--- src/sv/vadpcm_pkg.sv ---
// Shared constants, types and helper functions for the vector-ADPCM frame decoder.
// No dependencies; imported by all decoder modules.
`default_nettype none

package vadpcm_pkg;

  localparam int MAX_PRED_DEF = 16;   // default book size in predictor entries
  localparam int COEF_W       = 16;
  localparam int SMP_W        = 16;
  localparam int PROD_W       = 2 * COEF_W;
  localparam int ACC_W        = 36;   // res<<11 plus up to nine 16x16 products
  localparam int FRAC_W       = 11;   // Q11
  localparam int Q_W          = ACC_W - FRAC_W;
  localparam int CFG_IDX_W    = 8;
  localparam int CNT_W        = 5;

  localparam logic [3:0] SHIFT_MAX = 4'd12;

  // configuration register indexes
  localparam logic [CFG_IDX_W-1:0] REG_SAMPLE_FORMAT   = 8'd0;
  localparam logic [CFG_IDX_W-1:0] REG_PREDICTOR_COUNT = 8'd1;

  // input command codes
  localparam logic CMD_LOAD   = 1'b0;
  localparam logic CMD_DECODE = 1'b1;

  // sample format codes
  localparam logic FMT_ADPCM = 1'b0;
  localparam logic FMT_RAW   = 1'b1;

  // control that travels with each multiply term
  typedef struct packed {
    logic vld;
    logic first;   // first term of a sample: accumulator restarts from base
  } mac_ctl_t;

  // residual idx (0 = bits 63..60) scaled by 2^sh, sh <= 12
  function automatic logic signed [SMP_W-1:0] nib_res(input logic [63:0] nibs,
                                                     input logic [3:0]  idx,
                                                     input logic [3:0]  sh);
    logic [3:0]              n;
    logic signed [SMP_W-1:0] v;
    n = 4'(nibs >> (7'd60 - {1'b0, idx, 2'b00}));
    v = {{(SMP_W-4){n[3]}}, n};
    return v <<< sh;
  endfunction

  // saturate the Q11-floored accumulator to 16 bits
  function automatic logic signed [SMP_W-1:0] sat16(input logic signed [Q_W-1:0] q);
    logic hi_ones;
    logic hi_zeros;
    hi_ones  = &q[Q_W-1:SMP_W-1];
    hi_zeros = ~|q[Q_W-1:SMP_W-1];
    if (q[Q_W-1] && !hi_ones) begin
      return {1'b1, {(SMP_W-1){1'b0}}};
    end else if (!q[Q_W-1] && !hi_zeros) begin
      return {1'b0, {(SMP_W-1){1'b1}}};
    end
    return q[SMP_W-1:0];
  endfunction

endpackage

`default_nettype wire

--- src/sv/vadpcm_mac.sv ---
// Shared multiply-accumulate unit: one 16x16 product per cycle, registered,
// then accumulated. Depends on vadpcm_pkg.
`default_nettype none

module vadpcm_mac (
  input  wire                                 clk,
  input  wire                                 rst_n,
  input  wire vadpcm_pkg::mac_ctl_t           ctl,
  input  wire logic signed [15:0]             coef,
  input  wire logic signed [15:0]             opnd,
  input  wire logic signed [vadpcm_pkg::ACC_W-1:0] base,
  output logic signed [vadpcm_pkg::ACC_W-1:0] acc,
  output logic                                busy
);
  import vadpcm_pkg::*;

  mac_ctl_t                  ctl_r;
  logic signed [PROD_W-1:0]  prod_r;
  logic signed [ACC_W-1:0]   acc_r;
  logic signed [ACC_W-1:0]   acc_nxt;
  logic signed [ACC_W-1:0]   prod_ext;

  assign prod_ext = {{(ACC_W-PROD_W){prod_r[PROD_W-1]}}, prod_r};

  always_comb begin
    acc_nxt = acc_r;
    if (ctl_r.vld) begin
      acc_nxt = (ctl_r.first ? base : acc_r) + prod_ext;
    end
  end

  always_ff @(posedge clk) begin
    if (!rst_n) begin
      ctl_r <= '0;
    end else begin
      ctl_r <= ctl;
    end
  end

  always_ff @(posedge clk) begin
    prod_r <= coef * opnd;
    acc_r  <= acc_nxt;
  end

  assign acc  = acc_r;
  assign busy = ctl_r.vld;

endmodule

`default_nettype wire

--- config.mk ---
export PLATFORM = sky130hd
export DESIGN_NAME = vadpcm_mac
export DESIGN_NICKNAME = d
export VERILOG_FILES = /design/src/sv/vadpcm_pkg.sv /design/src/sv/vadpcm_mac.sv
export SDC_FILE = /design/constraint.sdc
export NUM_CORES = 1
export LEC_CHECK = 0
export BUFFER_PORTS_ARGS = -buffer_cell sky130_fd_sc_hd__buf_2
export CAP_MARGIN = 20
export CORE_ASPECT_RATIO = 1.1
export CORE_MARGIN = 5
export CORE_UTILIZATION = 31
export CTS_CLUSTER_DIAMETER = 100
export DETAILED_ROUTE_END_ITERATION = 16
export SLEW_MARGIN = 0
export SYNTH_ARGS = -nofsm -noshare
export SYNTH_HDL_FRONTEND = slang
export SYNTH_SLANG_ARGS = --single-unit
--- constraint.sdc ---
create_clock -name clk -period 10.16 [get_ports clk]
set_input_delay 1.524 -clock clk [delete_from_list [all_inputs] [get_ports clk]]
set_output_delay 1.524 -clock clk [all_outputs]
set_load 0.02 [all_outputs]
; ---- After elaboration in Yosys (flattened, before gate mapping)
; Cells that the tools add are included.
[totals]
ff_bits = 70
out_inout_bits = 37
[classes]
n_addsub = 1
n_mul = 1
n_mux = 1
[ops]
columns = operator, count
row1 = 36-bit by 32-bit adder with 36-bit output, 1
row2 = 36-bit two-way mux, 1
row3 = 16-bit by 16-bit multiplier with 32-bit output, 1

; ---- Longest topological paths before layout
; Gate-level depths: netlist (run 1).
[depth]
depth_word = 2
ltp_mapped = 25
mapped_depth_nobuf = 24

; ---- Least setup slack after synthesis (run 1)
; Ideal clock, no wire load.
[synth_timing]
path_kind = input -> register
start = in opnd[1]
end = reg prod_r[31]
setup_ns = 0.072
arrival_ns = 6.844
setup_slack_ns = 3.244
stages = 21
cell_sequence = clkbuf_1 -> nand2_1 -> inv_1 -> fa_1 -> fa_1 -> fa_1 -> fa_1 -> fa_1 -> inv_1 -> fa_1 -> inv_1 -> ha_1 -> a21o_1 -> a21o_1 -> a21o_1 -> o22ai_1 -> o21ai_1 -> a2111oi_0 -> o21bai_1 -> a21oi_1 -> xnor2_1
[synth_via]
elab_chain_len = 1
[synth_lines]
columns = element, line
row1 = start: declaration, vadpcm_mac.sv:10  ; input wire logic signed [15:0] opnd,
row2 = 16-bit by 16-bit multiplier with 32-bit output, vadpcm_mac.sv:41  ; prod_r <= coef * opnd;
row3 = end signal: assignment, vadpcm_mac.sv:41
row4 = end: declaration, vadpcm_mac.sv:18  ; logic signed [PROD_W-1:0] prod_r;
; No other way between the ends.
; A chain may end at the register's enable or synchronous reset.

; ---- Worst setup path in the final report (run 1)
[layout_timing]
start = in opnd[15]
end = reg prod_r[31]
; Same word-level chain as after synthesis.

==> Flow_metrics.wiki, run 1 <==
{| class="wikitable"
! Metric !! Value
|-
| Largest family of logic cells by synthesized area || adder cells
|-
| Clk sink count || 70
|-
| Sequential area share after synthesis || 12.73%
|-
| Fin. Hold Viols || 0
|-
| Worst hold path startpoint || prod_r[0]
|-
| Required time reported for the critical path endpoint || 10.42 ns
|-
| Maximum buffer depth of the clock tree || 2
|-
| Beginning of the worst register-to-register path || ctl_r[0]
|-
| Setup repair after global routing missed its margin || false
|-
| Ys Warns || 0
|-
| Pre-antenna DRT Iters || 4
|-
| Synthesized Nets || ~1.9k
|-
| Post-Synth XOR/XNOR Area || under 10%
|-
| Worst-path maximum fanout || 11
|-
| Routed wire per std cell || 15.65 um
|-
| Initial antenna violation count || 0
|-
| Most used cells in the layout excluding fill and tap cells || inv_1 (316), fa_1 (263), nand2_1 (151)
|-
| Crit path capture type || flop
|-
| Max H-tree Level || 3
|-
| Async set or reset register ratio after synthesis || 0%
|-
| Hold Crit Depth || 1
|-
| Reg clk slew, reported paths || 0.07 ns
|-
| Fraction of the cycle the final worst path needs || 70.43%
|-
| Upper clock frequency limit || 139.7 MHz
|-
| CTS tree || done
|-
| Overall die width || 211.4 um
|-
| Antenna diode count || 0
|-
| Max Cap Violations || 0
|-
| Hold worst-path end || acc[0]
|-
| Outcome || completed
|-
| Worst Tran Pin Value || 0.8647 ns
|-
| Estimated wirelength of the detail-placed design || between 20 and 30 mm
|-
| Nets || 1,997
|-
| Global router's overall resource usage || 14.17%
|-
| Worst Path Arrival || 7.42 ns
|-
| Y dimension of the die || 231.6 um
|-
| Number of pins exceeding their max-slew limit in the final report || 0
|-
| Post-CTS sizing || 0
|-
| Clock tree skew after final layout || approximately 0.012 ns
|-
| Site row count || 81
|-
| Via count || around 10k
|-
| Mean area per synthesized cell || roughly 9.5 sq um
|-
| Maximum number of pins on one net before global-route repair || 38
|-
| Buffers added on ports || 108
|-
| Drt drc || 0
|-
| Total negative slack || 0 ns
|-
| Wire length of the first global-routing pass || 55.61 mm
|-
| CTS Hold Buffers Added || 0
|-
| Root buf cell || clkbuf_16
|-
| Mapped Cells || 1,464
|-
| Mux cell area share after synthesis || 2.912%
|-
| Leftover overflow at the end of global routing || 0
|-
| Most common cell after layout, fill and taps aside || inv_1
|-
| Area share of fa/ha/maj cells after synthesis || between 40% and 50%
|-
| Post-synth EDFFs || 36
|-
| Die ar. || 48,970 sq um
|-
| Mapped cell area || 13,840 sq um
|-
| Post-CTS Repair Setup Buffers || 0
|-
| I/O Pins || 109
|-
| Count of unique library cells instantiated by Yosys || 64
|-
| Endpoint of the worst-slack reg-to-reg timing path || acc[34]
|-
| Type of element launching the critical path || input port
|-
| Clock latency on the worst-skew pair || approximately 0.34 ns
|-
| Vias per Instance || 4.685
|-
| Type of the tightest min-delay check || reg2reg
|-
| Sum of routed wire length over all layers || 33.35 mm
|-
| Flop-to-flop setup slack || 6.00 ns
|-
| Starting density of the core || 31.24%
|-
| Initial DRC count || 314
|-
| Final weighted congestion in routability-driven placement || roughly 0.86
|-
| Reg2Reg Depth || 13
|-
| Shortest period the worst path allows || 7.156 ns
|-
| Basic-gate share of the synthesized area counting and, or, nand and nor cells || 13.70%
|-
| Placeable core area || 44,290 sq um
|-
| Flops & latches, synth || 70
|-
| Area growth syn-to-layout || 10.60%
|-
| Ys flop type || edfxtp_1
|-
| Fraction of the mapped netlist area in compound gates || ~8.5%
|-
| Number of antenna-violating nets in the routed design || 0
|-
| Number of endpoints failing setup at the final stage || 0
|-
| Setup Crit Path Kind || in2reg
|-
| Relative slew slack || 42.35%
|-
| CTS buffer count || 9
|-
| Via count of the first global-routing pass || 11.07k
|-
| Number of fill cells in the layout || 4,485
|-
| Fraction of layout instances using a drive strength above 1 || 11.35%
|}
[worst max-delay path by stage]
| stage | to | startpoint | slack [ns] | cells past startpoint |
|---|---|---|---|---|
| global placement | prod_r[31] | opnd[15] | 2.73 | 21 |
| detailed placement | prod_r[31] | opnd[15] | 2.56 | 21 |
| global route | prod_r[31] | opnd[7] | 2.48 | 23 |
| floorplan | prod_r[31] | opnd[1] | 3.24 | 21 |
| CTS | prod_r[31] | opnd[15] | 2.93 | 21 |
| finish | prod_r[31] | opnd[15] | 3.00 | 21 |
[per-layer routing]
layer,up-vias,wire length (um),GRT usage (%)
met5,-,0,0
met2,180,18220,27.09
met3,60,957,1.570
met4,0,1275,5.033
met1,5039,12900,16.16
li1,4704,-,-
[registers in the layout, summed over array words and instances, names as in the netlist]
signal and cells:
busy 1, ctl_r 1, acc 36, prod_r 32
[cell type report]
class	instances	area, sq um	area share [%]
clock buffer	11	275.3	1.799
inverter	318	1194	7.800
sequential	70	1764	11.53
multi-input combinational	1037	10740	70.15
tap	581	726.9	4.750
clock inverter	5	60.06	0.3924
timing repair buffer	109	548.0	3.581
[critical path, stage by stage]
cell and delay (ns):
buf_2 0.18, inv_1 0.43, nor2_1 0.11, fa_1 0.52, fa_1 0.44, fa_1 0.57, fa_1 0.45, fa_1 0.51
inv_1 0.06, fa_1 0.48, inv_1 0.04, ha_1 0.34, a21o_1 0.18, a21o_1 0.16, a21o_1 0.19, o22ai_1 0.12
o21ai_1 0.19, a2111oi_0 0.43, o21bai_1 0.12, a21oi_1 0.20, xnor2_1 0.15
[Yosys cell counts, drive strengths merged, types with 5 or more instances]
master / instances / share of area, %
a211oi: 6 / 0.33
a21boi: 6 / 0.33
a21o: 22 / 1.2
a21oi: 59 / 2.2
and2: 124 / 5.6
and3: 9 / 0.41
clkbuf: 37 / 1.0
dfxtp: 34 / 4.9
edfxtp: 36 / 7.8
fa: 263 / 38
ha: 117 / 11
inv: 318 / 8.6
mux2: 34 / 2.8
nand2: 151 / 4.1
nand2b: 16 / 0.72
nand3: 9 / 0.33
nor2: 48 / 1.3
nor2b: 7 / 0.32
nor3: 10 / 0.36
o211ai: 5 / 0.27
o21a: 8 / 0.43
o21ai: 29 / 1.0
o21bai: 7 / 0.38
xnor2: 47 / 3.0
xor2: 14 / 0.89
[metrics by stage]
| step | hold slack (ns) | cells | instance area [sq um] | utilization (%) | setup WS (ns) |
|---|---|---|---|---|---|
| after floorplan | 0.5083 | 1464 | 13840 | - | 3.244 |
| after global placement | 0.5362 | 2115 | 14970 | 33.80 | 2.730 |
| after detailed placement | 0.5375 | 2115 | 14970 | 33.80 | 2.557 |
| after CTS | 0.5521 | 2131 | 15300 | 34.55 | 2.932 |
| after global routing | 0.5681 | 2131 | 15300 | 34.55 | 2.476 |
| final | 0.5419 | 2131 | 15300 | 34.55 | 3.004 |
[kinds of logic after synthesis]
logic type,Yosys count
buffers and inverters,357
DFF,70
muxes,36
xor gates and xnor gates,61
and+or+nand+nor,385
AOI/OAI and AO/OA,175
adders and majority gates,380
Power of run 1 is left out: the tool's default activity adds up to more than one toggle a clock period on the data nets, which glitch-free logic cannot reach.
==> inputs of run 2 (changes only) <==
--- a/config.mk
+++ b/config.mk
@@ -5,6 +5,7 @@
 export SDC_FILE = /design/constraint.sdc
 export NUM_CORES = 1
 export LEC_CHECK = 0
+export ABC_AREA = 1
 export BUFFER_PORTS_ARGS = -buffer_cell sky130_fd_sc_hd__buf_2
 export CAP_MARGIN = 20
 export CORE_ASPECT_RATIO = 1.1
==> constraint.sdc (replaced) <==
create_clock -name clk -period 7.1 [get_ports clk]
set_input_delay 1.065 -clock clk [delete_from_list [all_inputs] [get_ports clk]]
set_output_delay 1.065 -clock clk [all_outputs]
set_load 0.02 [all_outputs]
==> run 2 against run 1 <==
Effect of this change:
- routed wire length increased by 29%
- hold slack got worse by 0.0037 ns
- global-route usage increased by 1.8 points
- via count increased by 28%
- cell count increased by 34%
- register-to-register slack got worse by 2.0 ns
- first-iteration DRC count increased by 110%
- largest cell class unchanged
==> Flow_metrics.wiki, run 2 <==
{| class="wikitable"
! Metric !! Value
|-
| I/O Pins || 109
|-
| CTS Hold Buffers Added || 0
|-
| Estimated wirelength of the detail-placed design || 37.85 mm
|-
| Area fraction of the dominant cell type after synthesis || 33.46%
|-
| Cell type with the highest aggregate area in the netlist || fa_1
|-
| Max Cap Violations || 0
|-
| Required time reported for the critical path endpoint || between 7 and 8 ns
|-
| Final weighted congestion in routability-driven placement || 0.9327
|-
| Flops & latches, synth || 70
|-
| Global router's overall resource usage || 16.00%
|-
| Sequential area share after synthesis || 11.19%
|-
| Area share of fa/ha/maj cells after synthesis || 42.76%
|-
| Shortest period the worst path allows || ~6.5 ns
|-
| Pre-antenna DRT Iters || 5
|-
| Sum of routed wire length over all layers || 43.01 mm
|-
| Setup repair after global routing missed its margin || false
|-
| Fin. Hold Viols || 0
|-
| Starting density of the core || a little under a third
|-
| Most numerous cell types in the synthesized netlist || nand2_1 (596), inv_1 (589), fa_1 (263)
|-
| Relative slew slack || 60.72%
|-
| Fraction of layout instances using a drive strength above 1 || 9.835%
|-
| Initial antenna violation count || 0
|-
| Type of element launching the critical path || input port
|-
| Initial DRC count || 669
|-
| Via count of the first global-routing pass || 13.99k
|-
| Ys Warns || 0
|-
| Vias per Instance || about 4.5
|-
| Leading post-synthesis cells by cell area || fa_1 (33%), nand2_1 (14%), inv_1 (14%), ha_1 (9.3%), edfxtp_1 (6.9%)
|-
| Y dimension of the die || 246.3 um
|-
| Clk sink count || 70
|-
| Outcome || completed
|-
| Largest family of logic cells by synthesized area || adder cells
|-
| Fraction of the cycle the final worst path needs || 90.87%
|-
| Maximum buffer depth of the clock tree || 2
|-
| Post-synth EDFFs || 36
|-
| Total negative slack || 0 ns
|-
| Worst-path maximum fanout || 16
|-
| Worst Path Arrival || 6.68 ns
|-
| Post-Synth XOR/XNOR Area || 2.226%
|-
| Ys flop type || edfxtp_1
|-
| Area growth syn-to-layout || 9.151%
|-
| Die ar. || around 55,000 sq um
|-
| Worst hold path startpoint || prod_r[0]
|-
| Nets || 2,633
|-
| Mean area per synthesized cell || about 7.4 sq um
|-
| Most common cell after layout, fill and taps aside || nand2_1
|-
| Mapped cell area || approximately 16,000 sq um
|-
| Placeable core area || 50,140 sq um
|-
| Dominant cell by count in the synthesized netlist || nand2_1
|-
| Clock tree skew after final layout || 0.01120 ns
|-
| Crit path capture type || flop
|-
| Beginning of the worst register-to-register path || ctl_r[0]
|-
| Number of antenna-violating nets in the routed design || 0
|-
| Buffers added on ports || 108
|-
| Clock latency on the worst-skew pair || 0.35 ns
|-
| Fraction of the mapped netlist area in compound gates || under 10%
|-
| Number of pins exceeding their max-slew limit in the final report || 0
|-
| Async set or reset register ratio after synthesis || 0%
|-
| Final Hold Slack || about 0.54 ns
|-
| Drt drc || 0
|-
| Max H-tree Level || 3
|-
| CTS tree || done
|-
| Upper clock frequency limit || about 150 MHz
|-
| CTS buffer count || 9
|-
| Setup Crit Path Kind || in2reg
|-
| Basic-gate share of the synthesized area counting and, or, nand and nor cells || 22.08%
|-
| Worst Tran Pin Value || slightly below 0.6 ns
|-
| Leftover overflow at the end of global routing || 0
|-
| Site row count || 86
|-
| Reg2Reg Depth || 15
|-
| Post-CTS Repair Setup Buffers || 0
|-
| Hold Crit Depth || 1
|-
| Synthesized Nets || 2,571
|-
| Type of the tightest min-delay check || reg2reg
|-
| Via count || 12.78k
|-
| Overall die width || roughly 220 um
|-
| Post-CTS sizing || 0
|-
| Max FFs per register || 36
|-
| Maximum number of pins on one net before global-route repair || 39
|-
| Wire length of the first global-routing pass || ~71 mm
|-
| Crit. Startpoint || opnd[4]
|-
| Most used cells in the layout excluding fill and tap cells || nand2_1 (596), inv_1 (589), fa_1 (263)
|-
| Reg clk slew, reported paths || 0.06 ns
|-
| Mapped Cells || 2,119
|-
| Count of unique library cells instantiated by Yosys || 36
|-
| Number of fill cells in the layout || 5,371
|-
| Antenna diode count || 0
|-
| Routed wire per std cell || between 15 and 20 um
|-
| Root buf cell || clkbuf_16
|-
| Number of endpoints failing setup at the final stage || 0
|-
| Mux cell area share after synthesis || 2.433%
|}
## run 2: cell types whose count changed after synthesis, moves of 19 or more
cell | before | now
xor2_1 | 14 | 33
inv_1 | 316 | 589
a21o_1 | 22 | 1
and2_1 | 124 | 0
nor2_1 | 48 | 94
nand2_1 | 151 | 596
nand3_1 | 9 | 63
xnor2_1 | 47 | 7
## run 2: cell families after synthesis
| kind of cell | count (synthesis) |
|---|---|
| buf+inv | 656 |
| compound gates | 102 |
| fa+ha+maj | 380 |
| xor+xnor | 40 |
| simple gates | 837 |
| mux | 34 |
| flops | 70 |
## run 2: critical path, cell delays in order
cell and delay [ns]:
buf_2 0.35, nand2_1 0.18, fa_1 0.60, inv_1 0.07, fa_1 0.80, inv_1 0.12, fa_1 0.46, fa_1 0.55
inv_1 0.05, fa_1 0.55, fa_1 0.42, ha_1 0.36, inv_1 0.12, o21bai_1 0.08, a21boi_0 0.26, nand2_1 0.10
a21oi_1 0.30, nand2_1 0.09, nand2_1 0.07, nand2_1 0.06
## run 2: area by class of cell
type	instances	area (sq um)	area share (%)
sequential	70	1762	10.26
multi-input combinational	1393	11510	67.00
timing repair buffer	111	563.0	3.278
inverter	596	2237	13.02
tap	660	825.8	4.807
clock buffer	9	225.2	1.311
clock inverter	7	56.30	0.3278
## run 2: layer usage
layer	vias up	global-route usage, %	wire length, um
li1	6281	-	-
met1	6155	19.48	18220
met2	280	29.87	22160
met3	65	1.787	1655
met4	0	4.191	966
met5	-	0	0
## run 2: path summary, 6_finish.rpt
kind                      to  slack [ns]
hold / removal        acc[0]        0.54
hold reg to reg       acc[0]        0.54
setup / recovery  prod_r[30]        0.65
setup reg to reg     acc[28]        3.99
## run 2: stage by stage
step,util [%],setup WS [ns],instance area [sq um],std cells
2_1_floorplan,-,0.9815,15740,2119
3_3_place_gp,33.70,0.2670,16900,2830
3_5_place_dp,33.70,0.1974,16900,2830
4_1_cts,34.26,0.5649,17180,2846
5_1_grt,34.26,0.3376,17180,2846
6_report,34.26,0.6483,17180,2846
Power of run 2 is left out for the same reason.
